## config.mk

```make
export PLATFORM = sky130hd
export DESIGN_NAME = cau_back
export DESIGN_NICKNAME = d
export VERILOG_FILES = /design/src/sv/cau_pkg.sv /design/src/sv/cau_back.sv
export SDC_FILE = /design/constraint.sdc
export NUM_CORES = 1
export LEC_CHECK = 0
export ABC_AREA = 1
export BUFFER_PORTS_ARGS = -buffer_cell sky130_fd_sc_hd__buf_2
export CORE_AREA = 2 2 187 189
export DETAILED_ROUTE_END_ITERATION = 8
export DIE_AREA = 0 0 189 191
export PLACE_DENSITY = 0.55
export SKIP_CTS_REPAIR_TIMING = 1
export SYNTH_ARGS = -nofsm -noshare
export SYNTH_HDL_FRONTEND = slang
export SYNTH_SLANG_ARGS = --single-unit
```

## constraint.sdc

```tcl
create_clock -name clk -period 4.55 [get_ports clk]
set_input_delay 0.2275 -clock clk [delete_from_list [all_inputs] [get_ports clk]]
set_output_delay 0.2275 -clock clk [all_outputs]
set_load 0.05 [all_outputs]
```

## src/sv/cau_pkg.sv

```systemverilog
// Shared types, widths and saturation helpers for the complex arithmetic unit.
package cau_pkg;

  localparam int WORD_BITS = 32;
  localparam int FRAC_BITS = 16;
  localparam int PW = 2 * WORD_BITS;        // product width
  localparam int SW = PW + 1;               // signed sum of two products
  localparam int NW = PW + FRAC_BITS;       // scaled dividend magnitude
  localparam int QB = WORD_BITS + 1;        // quotient bits kept
  localparam int DW = PW + 1;               // divisor (sum of squares)
  localparam int RW = DW + 1;               // partial remainder

  typedef enum logic [2:0] {
    OP_ADD   = 3'd0,
    OP_SUB   = 3'd1,
    OP_MUL   = 3'd2,
    OP_DIV   = 3'd3,
    OP_CONJ  = 3'd4,
    OP_NEG   = 3'd5,
    OP_RECIP = 3'd6,
    OP_EQ    = 3'd7
  } op_t;

  typedef struct packed {
    op_t                  kind;
    logic                 eq;
    logic                 dz;
    logic                 neg_re;
    logic                 neg_im;
    logic                 ovf_re;
    logic                 ovf_im;
    logic [WORD_BITS-1:0] res_re;
    logic [WORD_BITS-1:0] res_im;
    logic [RW-1:0]        rem_re;
    logic [RW-1:0]        rem_im;
    logic [QB-1:0]        nb_re;
    logic [QB-1:0]        nb_im;
    logic [QB-1:0]        q_re;
    logic [QB-1:0]        q_im;
    logic [DW-1:0]        den;
  } pipe_t;

  // clamp a sign and magnitude to the signed word
  function automatic logic [WORD_BITS-1:0] sat_q(input logic neg, input logic ovf,
                                                 input logic [QB-1:0] q);
    logic [QB-1:0] lim;
    logic [QB-1:0] m;
    lim = neg ? (QB'(1) << (WORD_BITS - 1)) : ((QB'(1) << (WORD_BITS - 1)) - QB'(1));
    m = (ovf || (q > lim)) ? lim : q;
    sat_q = neg ? (WORD_BITS'(0) - m[WORD_BITS-1:0]) : m[WORD_BITS-1:0];
  endfunction

  function automatic logic [WORD_BITS-1:0] sat_s(input logic signed [WORD_BITS:0] v);
    logic [WORD_BITS:0] mag;
    mag = v[WORD_BITS] ? (~v + 1'b1) : v;
    sat_s = sat_q(v[WORD_BITS], 1'b0, QB'(mag));
  endfunction

  function automatic logic [WORD_BITS-1:0] sat_wide(input logic neg,
                                                    input logic [PW-1:0] mag);
    logic [PW-1:0] sh;
    sh = mag >> FRAC_BITS;
    sat_wide = sat_q(neg, |sh[PW-1:QB], sh[QB-1:0]);
  endfunction

endpackage

```

## src/sv/cau_back.sv

```systemverilog
// Back end: quotient saturation, result selection and output register.
module cau_back (
  input  logic                          clk,
  input  logic                          rst_n,
  input  logic                          in_v,
  output logic                          in_rdy,
  input  cau_pkg::pipe_t                in_d,
  output logic                          out_valid,
  input  logic                          out_stall,
  output logic [cau_pkg::WORD_BITS-1:0] out_res_re,
  output logic [cau_pkg::WORD_BITS-1:0] out_res_im,
  output logic                          out_are_equal,
  output logic                          out_div_by_zero
);

  localparam int W = cau_pkg::WORD_BITS;

  logic         v_r;
  logic [W-1:0] re_r, im_r, re_nxt, im_nxt;
  logic         eq_r, dz_r;

  assign in_rdy          = !v_r || !out_stall;
  assign out_valid       = v_r;
  assign out_res_re      = re_r;
  assign out_res_im      = im_r;
  assign out_are_equal   = eq_r;
  assign out_div_by_zero = dz_r;

  always_comb begin
    re_nxt = in_d.res_re;
    im_nxt = in_d.res_im;
    if ((in_d.kind == cau_pkg::OP_DIV) || (in_d.kind == cau_pkg::OP_RECIP)) begin
      if (in_d.dz) begin
        re_nxt = '0;
        im_nxt = '0;
      end else begin
        re_nxt = cau_pkg::sat_q(in_d.neg_re, in_d.ovf_re, in_d.q_re);
        im_nxt = cau_pkg::sat_q(in_d.neg_im, in_d.ovf_im, in_d.q_im);
      end
    end
  end

  always_ff @(posedge clk) begin
    if (!rst_n) begin
      v_r <= 1'b0;
    end else if (in_rdy) begin
      v_r <= in_v;
    end
  end

  always_ff @(posedge clk) begin
    if (in_rdy) begin
      re_r <= re_nxt;
      im_r <= im_nxt;
      eq_r <= in_d.eq;
      dz_r <= in_d.dz;
    end
  end

endmodule

```

==> impl_metrics.py <==
metrics = {
    "status": {
        "status": "finished clean",
    },
    "pwr": {
        "power.total_mw": 2.40,
        "sw_frac_of_total_pct": 41.4,
        "power.internal_mw": 1.40,
        "p_clk_share_pct": 27.7,
        "switchingPower_uw": 994,
        "p_leak_nw": 4.60,
        "power.density_nw_per_um2": 264,
        "combinationalPowerShare_pct": 39.9,
        "peakVddDrop_mv": 0.221,
        "seqPwrFrac_pct": 32.4,
    },
    "routing": {
        "wl_um": 28300,
        "routedWlPerCell_um": 16.4,
        "ant_nets": 0,
        "routed_via_density": 4.53,
        "firstDrtPassIters": 5,
        "dr.first_iter.drc_count": 470,
        "drc": 0,
        "vias": 7821,
    },
    "synthesis": {
        "syn_nets": 1538,
        "synthDistinctLibCells": 49,
        "synth_area_per_cell_um2": 6.81,
        "synth_top_area_share_pct": 27.3,
        "synth_area_um2": 7260,
        "async_flop_share_pct": 0,
        "synth_area_leaders": "edfxtp_1, nand2_1, ha_1, nand3_1, nor2_1",
        "yosysSeqAreaShare_pct": 27.6,
        "synthTopCellsByCount": "nand2_1, nand3_1, nor2_1",
        "synth_edf_count": 66,
        "yosysWarnings": 0,
        "yosys.area.top_type": "edfxtp_1",
        "synth.most_common_cell": "nand2_1",
        "synthCells": 1066,
        "synth_ff_type": "edfxtp_1",
        "synth-seq-cells": 67,
    },
    "sta": {
        "fin_tns_setup_ns": 0,
        "maxSlewViolCount": 0,
        "fin_skew_ns": 0.0119,
        "rsz0062_at_grt": "no",
        "tightest_slew_ns": 0.979,
        "fin_crit_ns": 3.80,
        "hold_viol": 0,
        "finalSetupViolations": 0,
        "fmax_mhz": 263,
        "period_share_pct": 83.5,
        "slew_headroom_pct": 33.9,
        "holdWs_ns": 0.0703,
    },
    "floorplan": {
        "rows": 68,
        "core_um2": 34100,
        "ioPinCount": 474,
        "initial_core_util_pct": 21.3,
        "die_w_um": 189,
        "die_h_um": 191,
        "die-area_um2": 36100,
    },
    "flow_run": {
        "maxCapViolations": 0,
    },
    "critical_path": {
        "crit_chain": "buf_2, inv_1, ha_1, nand2_1, nor2_1, nand2_2, nor2_4, nand3_1, nand2_1, nor2_1, nand2_2, nand2_2, buf_4, nand3_2, nand2_1, inv_1, ha_1, nand2_1, nor2_4, nand2_1, o21ai_4, nand4_1, nand3_1, nand2_1",
        "crit_slowest_cell": "buf_2",
        "worstPathArrival_ns": 3.85,
        "crit_top_cell": "nand2_1",
        "cp_data_required_time_ns": 4.60,
        "max_stage_delay_ns": 0.51,
        "worstSetupPathType": "input port to register",
        "endpoint_kind": "register",
        "crit_path_start_kind": "input port",
        "crit_path_max_fanout": 33,
    },
    "cts": {
        "cts_sinks": 67,
        "path_clk_slew_ns": 0.05,
        "cts_tree": "done",
        "clk_latency_ns": 0.35,
        "clockBufferDepth": 2,
        "clock-root-buffer": "clkbuf_16",
        "cts_inserted_buffers": 9,
        "htreeDepth": 3,
    },
    "cells_and_area": {
        "fin_cells": 1725,
        "fillers": 3851,
        "nNetsFinal": 1736,
        "post-route-util_pct": 26.7,
        "drive_gt1_share_pct": 25.5,
        "register_area_um2": 2000,
        "areaGrowthSynthToFinish_pct": 25.2,
        "multi_input_area_um2": 4730,
    },
    "place": {
        "portBuffers": 210,
        "place_inst": 1708,
        "dpl.hpwl_um": 23200,
        "finalWeightedCongestion": 0.892,
    },
    "global_routing": {
        "grt_pass1_wl_um": 42700,
        "antenna_found_initial": 5,
        "grt_start_max_net_pins": 69,
        "grt-ovfl-total": 0,
        "grt_usage_pct": 15.7,
        "grt_pass1_vias": 7413,
    },
    "worst_hold_path": {
        "hold_class": "input port to register",
    },
}
-- cell families after synthesis --
group	Yosys count	share of synthesized area, %
and+or+nand+nor	693	44.2
AOI/OAI and AO/OA	112	9.35
adders and majority gates	66	11.4
DFF	67	27.6
buffers and inverters	128	7.53
-- worst paths after layout --
| check | depth (start not counted) | end | slack (ns) | from |
|---|---|---|---|---|
| worst max register to register | 1 | out_res_im[1]$_DFFE_PP_ | 3.12 | out_valid$_SDFFE_PN0P_ |
| worst min register to register | 1 | out_res_im[21]$_DFFE_PP_ | 1.21 | out_valid$_SDFFE_PN0P_ |
| worst min-delay path | 1 | out_are_equal$_DFFE_PP_ | 0.07 | in_d[398] |
| worst max-delay path | 24 | out_res_re[16]$_DFFE_PP_ | 0.75 | in_d[396] |
-- state kept, by name (all words and copies together), names as in the netlist --
signal / flops
out_are_equal: 1
out_valid: 1
out_res_re: 32
out_res_im: 32
out_div_by_zero: 1
-- through the flow --
step / worst slack [ns] / instance area [µm²]
final: 0.751 / 9100
after floorplan: 1.03 / 7260
after global routing: 0.438 / 9090
after global placement: 0.413 / 8810
after detailed placement: 0.376 / 8810
after CTS: 0.729 / 9090
-- final cells by class --
type	instances	area share, %
Multi-Input combinational cell	871	52.0
Inverter	87	3.59
Antenna cell	1	0.0275
Timing Repair Buffer	228	13.0
Clock buffer	10	2.63
Sequential cell	67	22.0
Tap cell	455	6.26
Clock inverter	6	0.440
-- power by group through the flow --
| stage | clock (mW) | combinational (mW) | sequential (mW) |
|---|---|---|---|
| floorplan | 0 | 0.431 | 1.02 |
| global placement | 0 | 0.954 | 0.789 |
| detailed placement | 0 | 0.964 | 0.790 |
| CTS | 0.690 | 0.967 | 0.778 |
| global route | 0.714 | 1.06 | 0.783 |
| finish | 0.665 | 0.958 | 0.776 |
-- critical path, delay by kind of cell --
family	cells	cell delay (ns)
AO/OA/AOI/OAI	1	0.30
adder cells (fa/ha/maj)	2	0.55
buffers and inverters	4	0.95
AND/OR/NAND/NOR	17	1.78
-- per-layer routing --
metal,GRT usage (%),vias to the layer above,part of all wire [%]
met5,0,-,0.15
met4,3.28,8,1.4
met3,3.29,27,6.5
met2,25.3,244,45
met1,21.5,3539,47
li1,-,4003,-
-- cells in the final DEF, fill, tap and decap left out, types with 2 or more instances in the layout --
cell type / instances
nand2_1: 352
buf_2: 210
nand3_1: 141
nor2_1: 84
inv_1: 81
ha_1: 66
edfxtp_1: 66
o21ai_0: 36
a21oi_1: 35
nand4_1: 26
nand3_2: 21
nand2_2: 18
buf_4: 18
nor3_1: 12
nor2_2: 11
o21ai_1: 11
nand3b_1: 10
clkbuf_16: 9
o211ai_1: 6
nor2_4: 5
inv_2: 5
nand2_4: 4
a21o_1: 4
or2_2: 3
clkinv_2: 3
a21oi_2: 2
o21ai_4: 2
o21bai_1: 2
a31oi_1: 2
and3_1: 2
a32o_1: 2
(Power assumes the default switching activity.)
