**src/sv/cau_pkg.sv**
```systemverilog
// Shared types, widths and saturation helpers for the complex arithmetic unit.
package cau_pkg;

  localparam int WORD_BITS = 32;
  localparam int FRAC_BITS = 16;
  localparam int PW = 2 * WORD_BITS;        // product width
  localparam int SW = PW + 1;               // signed sum of two products
  localparam int NW = PW + FRAC_BITS;       // scaled dividend magnitude
  localparam int QB = WORD_BITS + 1;        // quotient bits kept
  localparam int DW = PW + 1;               // divisor (sum of squares)
  localparam int RW = DW + 1;               // partial remainder

  typedef enum logic [2:0] {
    OP_ADD   = 3'd0,
    OP_SUB   = 3'd1,
    OP_MUL   = 3'd2,
    OP_DIV   = 3'd3,
    OP_CONJ  = 3'd4,
    OP_NEG   = 3'd5,
    OP_RECIP = 3'd6,
    OP_EQ    = 3'd7
  } op_t;

  typedef struct packed {
    op_t                  kind;
    logic                 eq;
    logic                 dz;
    logic                 neg_re;
    logic                 neg_im;
    logic                 ovf_re;
    logic                 ovf_im;
    logic [WORD_BITS-1:0] res_re;
    logic [WORD_BITS-1:0] res_im;
    logic [RW-1:0]        rem_re;
    logic [RW-1:0]        rem_im;
    logic [QB-1:0]        nb_re;
    logic [QB-1:0]        nb_im;
    logic [QB-1:0]        q_re;
    logic [QB-1:0]        q_im;
    logic [DW-1:0]        den;
  } pipe_t;

  // clamp a sign and magnitude to the signed word
  function automatic logic [WORD_BITS-1:0] sat_q(input logic neg, input logic ovf,
                                                 input logic [QB-1:0] q);
    logic [QB-1:0] lim;
    logic [QB-1:0] m;
    lim = neg ? (QB'(1) << (WORD_BITS - 1)) : ((QB'(1) << (WORD_BITS - 1)) - QB'(1));
    m = (ovf || (q > lim)) ? lim : q;
    sat_q = neg ? (WORD_BITS'(0) - m[WORD_BITS-1:0]) : m[WORD_BITS-1:0];
  endfunction

  function automatic logic [WORD_BITS-1:0] sat_s(input logic signed [WORD_BITS:0] v);
    logic [WORD_BITS:0] mag;
    mag = v[WORD_BITS] ? (~v + 1'b1) : v;
    sat_s = sat_q(v[WORD_BITS], 1'b0, QB'(mag));
  endfunction

  function automatic logic [WORD_BITS-1:0] sat_wide(input logic neg,
                                                    input logic [PW-1:0] mag);
    logic [PW-1:0] sh;
    sh = mag >> FRAC_BITS;
    sat_wide = sat_q(neg, |sh[PW-1:QB], sh[QB-1:0]);
  endfunction

endpackage

```
**src/sv/cau_cell.sv**
```systemverilog
// One restoring divider cell: one quotient bit for each lane per request.
module cau_cell (
  input  logic           clk,
  input  logic           rst_n,
  input  logic           in_v,
  output logic           in_rdy,
  input  cau_pkg::pipe_t in_d,
  output logic           out_v,
  output cau_pkg::pipe_t out_d,
  input  logic           out_rdy
);

  localparam int RW = cau_pkg::RW;
  localparam int QB = cau_pkg::QB;

  logic           v_r;
  cau_pkg::pipe_t d_r, d_nxt;
  logic [RW-1:0]  tr, ti, dd;

  assign in_rdy = !v_r || out_rdy;
  assign out_v  = v_r;
  assign out_d  = d_r;

  always_comb begin
    d_nxt = in_d;
    dd    = RW'(in_d.den);
    tr    = {in_d.rem_re[RW-2:0], in_d.nb_re[QB-1]};
    ti    = {in_d.rem_im[RW-2:0], in_d.nb_im[QB-1]};
    d_nxt.nb_re  = in_d.nb_re << 1;
    d_nxt.nb_im  = in_d.nb_im << 1;
    d_nxt.rem_re = (tr >= dd) ? (tr - dd) : tr;
    d_nxt.rem_im = (ti >= dd) ? (ti - dd) : ti;
    d_nxt.q_re   = {in_d.q_re[QB-2:0], tr >= dd};
    d_nxt.q_im   = {in_d.q_im[QB-2:0], ti >= dd};
  end

  always_ff @(posedge clk) begin
    if (!rst_n) begin
      v_r <= 1'b0;
    end else if (in_rdy) begin
      v_r <= in_v;
    end
  end

  always_ff @(posedge clk) begin
    if (in_rdy) d_r <= d_nxt;
  end

  // a held request keeps its quotient while the neighbour is full
  a_hold: assert property (@(posedge clk) disable iff (!rst_n)
    v_r && !out_rdy |=> v_r && $stable(d_r.q_re) && $stable(d_r.q_im))
    else $error("cell lost a held request");
  a_fill: assert property (@(posedge clk) disable iff (!rst_n)
    in_v && in_rdy |=> v_r)
    else $error("cell dropped an incoming request");
  a_rem: assert property (@(posedge clk) disable iff (!rst_n)
    v_r && !d_r.ovf_re && (d_r.den != '0) && (d_r.kind == cau_pkg::OP_DIV)
    |-> d_r.rem_re < RW'(d_r.den))
    else $error("partial remainder not below divisor");

endmodule

```
**config.mk**
```make
export PLATFORM = sky130hd
export DESIGN_NAME = cau_cell
export DESIGN_NICKNAME = d
export VERILOG_FILES = /design/src/sv/cau_pkg.sv /design/src/sv/cau_cell.sv
export SDC_FILE = /design/constraint.sdc
export NUM_CORES = 1
export LEC_CHECK = 0
export ABC_AREA = 1
export CORE_AREA = 2 2 313 315
export DETAILED_ROUTE_END_ITERATION = 6
export DIE_AREA = 0 0 315 317
export DONT_BUFFER_PORTS = 1
export PLACE_DENSITY = 0.46
export SYNTH_ARGS = -nofsm -noshare
export SYNTH_HDL_FRONTEND = slang
export SYNTH_SLANG_ARGS = --single-unit
export TNS_END_PERCENT = 5
```
**constraint.sdc**
```tcl
create_clock -name clk -period 14.47 [get_ports clk]
set_input_delay 0.7235 -clock clk [delete_from_list [all_inputs] [get_ports clk]]
set_output_delay 0.7235 -clock clk [all_outputs]
set_load 0.03 [all_outputs]
```
==> impl_metrics.csv <==
group,metric,value,unit
worst_setup_path,ff2ff_setup_slack,11.49,ns
grt,antenna_found_initial,21,
sta,relSlewSlack,0.3263,
worst_setup_path,cp_data_arrival_time,3.19,ns
yosys,synth_ff_type,"edfxtp_1",
clock_tree,path_clk_slew,0.06,ns
yosys,synth_simple_gate_area_frac,0.3067,
cells_and_area,post-route-util,0.3010,
die,io-pin-count,810,
routing,totalWireLength,120.5,mm
clock_tree,cts_tree,"built",
yosys,ys_warn_count,0,
routing,drtAntennaViolNets,0,
worst_setup_path,rr_worst_depth,3,
grt,grt_usage,0.2323,
sta,hold_viol_final,0,
sta,tns,0,ns
die,die_y,317,um
yosys,yosys-top-cells-count,"nand2_1, inv_1, edfxtp_1",
yosys,async_flop_share,0,
worst_setup_path,path_common_cell,"buf_4",
placement,dpl.hpwl,103.0,mm
routing,viasPerCell,4.573,
yosys,synth_edf_count,400,
pwr,irDropWorstVdd,0.07476,mV
clock_tree,cts_sinks,401,
yosys,synth_most_common_cell,"nand2_1",
pwr,p_leak,14.66,nW
clock_tree,clk_path_buf_depth,3,
flow_run,drv_cap,0,
cells_and_area,syn_to_final_growth,11.69,%
grt,grt_pass1_wl,161.7,mm
yosys,synth.distinct_cells,38,
worst_hold_path,min_path_cells,0,
die,core_area,0.09628,mm^2
yosys,synthAdderAreaFrac,0.06423,
sta,period_needed,3.917,ns
yosys,synth-xor-area-share,0.02565,
die,dieArea,0.09986,mm^2
cells_and_area,drive_above_1_share,0.03554,
worst_setup_path,cp-endpoint,"in_rdy",
yosys,synth_top_area_cell,"edfxtp_1",
placement,portBuffers,0,
sta,setup_viol,0,
grt,first_global_vias,21990,
sta,drv_slew,0,
yosys,synthTopCellsByArea,"edfxtp_1, nand2_1, inv_1",
sta,fin_crit_sh,0.2707,
routing,first_pass_iters,5,
worst_setup_path,crit_path_start_kind,"flop",
sta,fin_skew,0.01346,ns
die,fp-row-count,114,
yosys,synth_top_area_share,0.4629,
worst_setup_path,worstSetupEndpointType,"primary output",
yosys,synth_top_family_by_area,"simple AND/OR/NAND/NOR gates",
sta,fin_ws,10.55,ns
worst_setup_path,slowest_stage,"buf_4",
worst_setup_path,path_class,"flop to primary output",
routing,wl_per_cell,24.97,um
cells_and_area,fin_nets,4050,
routing,drc_errors,0,
clock_tree,root_buffer,"clkbuf_16",
yosys,synthesis.area,0.02595,mm^2
die,initial_core_util,0.2695,
clock_tree,cts_buffers,48,
clock_tree,clkLatencyLatePin,0.63,ns
die,die_w,315,um
yosys,seq_area_frac_synth,0.4637,
clock_tree,cts_resized,0,
yosys,syn_area_per_cell,7.449,um^2
worst_setup_path,r2r-start,"out_v",
worst_setup_path,cp.required,13.75,ns
worst_setup_path,timing.rr.end,"out_d[273]",
grt,grt_start_max_net_pins,173,
worst_setup_path,crit_start,"out_v",
placement,place_ws,10.49,ns
sta,rsz0062_at_grt,"no",
sta,fmax,0.2553,GHz
clock_tree,h-tree-depth,2,
status,status,"finished clean",
worst_hold_path,hp-class,"input port to flop",
worst_setup_path,critical-path-max-stage-delay,0.74,ns
clock_tree,hold_buffers,0,
pwr,p_per_area,128.5,mW/mm^2
cells_and_area,fill_cells,10550,
worst_setup_path,path_cells,"nand2_4 > buf_4 > buf_4",
routing,drt-initial-drc-count,1453,
clock_tree,postCtsSetupRepairBufs,0,
yosys,syn-instance-count,3483,
worst_setup_path,cp_max_fo,56,
yosys,synthMuxAreaShare,0,
sta,worst_pin_slew,1.011,ns
routing,vias,22080,
worst_hold_path,min_from,"in_d[165]",
yosys,synth-compound-area-share,0.03385,
grt,grt-ovfl-total,0,
yosys,synth-seq-cells,401,
placement,gp_congestion,0.9740,
where the power goes:
part           leakage, nW  internal (mW)  total (mW)  switching, mW
sequential            4.18           1.45        1.80          0.349
clock                0.781          0.745        1.27          0.522
combinational         9.70          0.188       0.658          0.470
per-stage QoR:
stage               power, mW  instances  hold WS [ns]  cell area [um^2]
floorplan               2.237       3484        0.8224             25950
global placement        2.490       4738        0.8224             27370
detailed placement      2.483       4738        0.8224             27370
CTS                     3.772       4821        0.1475             28970
global route            3.887       4821        0.1601             28970
finish                  3.723       4827        0.1875             28980
worst max-delay path, delay by kind of cell (launching register included):
kind | cells | cell delay, ns
AND/OR/NAND/NOR | 1 | 0.56
flip-flops | 1 | 0.43
buffers and inverters | 2 | 1.46
routing by layer:
layer | routed length [um] | global-route usage | part of all wire | vias up
li1 | - | - | - | 10840
met1 | 42410 | 0.2335 | 0.35 | 10310
met2 | 65220 | 0.4559 | 0.54 | 737
met3 | 8400 | 0.06182 | 0.070 | 177
met4 | 4421 | 0.07976 | 0.037 | 12
met5 | 91 | 0 | 0.00075 | -
worst min-delay path by stage:
| stage | to | slack, ns |
|---|---|---|
| 3_3_place_gp | out_d[128] | 0.82 |
| 5_1_grt | out_d[34] | 0.16 |
| 4_1_cts | out_d[38] | 0.15 |
| 2_1_floorplan | out_d[0] | 0.82 |
| 3_5_place_dp | out_d[340] | 0.82 |
| 6_report | out_d[166] | 0.19 |
kinds of logic after synthesis:
family | count (synthesis)
other cells | 1
simple gates | 2023
fa+ha+maj | 132
flops | 401
buf+inv | 686
compound gates | 164
xor+xnor | 76
cells in the final DEF (no fill, tap or decap), types with 4 or more instances in the layout:
cell / instances
nand2_1: 1553
inv_1: 634
edfxtp_1: 400
nor2_1: 263
ha_1: 130
nand3_1: 124
a21oi_1: 111
xor2_1: 73
clkbuf_16: 49
o21ai_0: 29
nor3_1: 22
inv_2: 19
o21bai_1: 18
nand4_1: 14
nand3b_1: 12
nand2_2: 8
clkinv_1: 8
nor2_2: 8
bufinv_16: 7
clkinv_2: 7
buf_4: 7
diode_2: 6
clkbuf_1: 6
and2_1: 5
nor2_4: 4
flip-flops by register name, summed over array words and instances, names as in the netlist:
register	count
out_d	400
out_v	1
final cells by class:
class / count / area (um^2) / area share
inverter: 656 / 2462 / 0.08497
clock inverter: 28 / 351.6 / 0.01213
clock buffer: 55 / 1249 / 0.04309
antenna: 6 / 15.01 / 0.0005181
timing repair buffer: 8 / 72.57 / 0.002504
multi-input combinational: 2397 / 11200 / 0.3865
sequential: 401 / 12030 / 0.4152
tap: 1276 / 1597 / 0.05509
(Power assumes the default switching activity.)
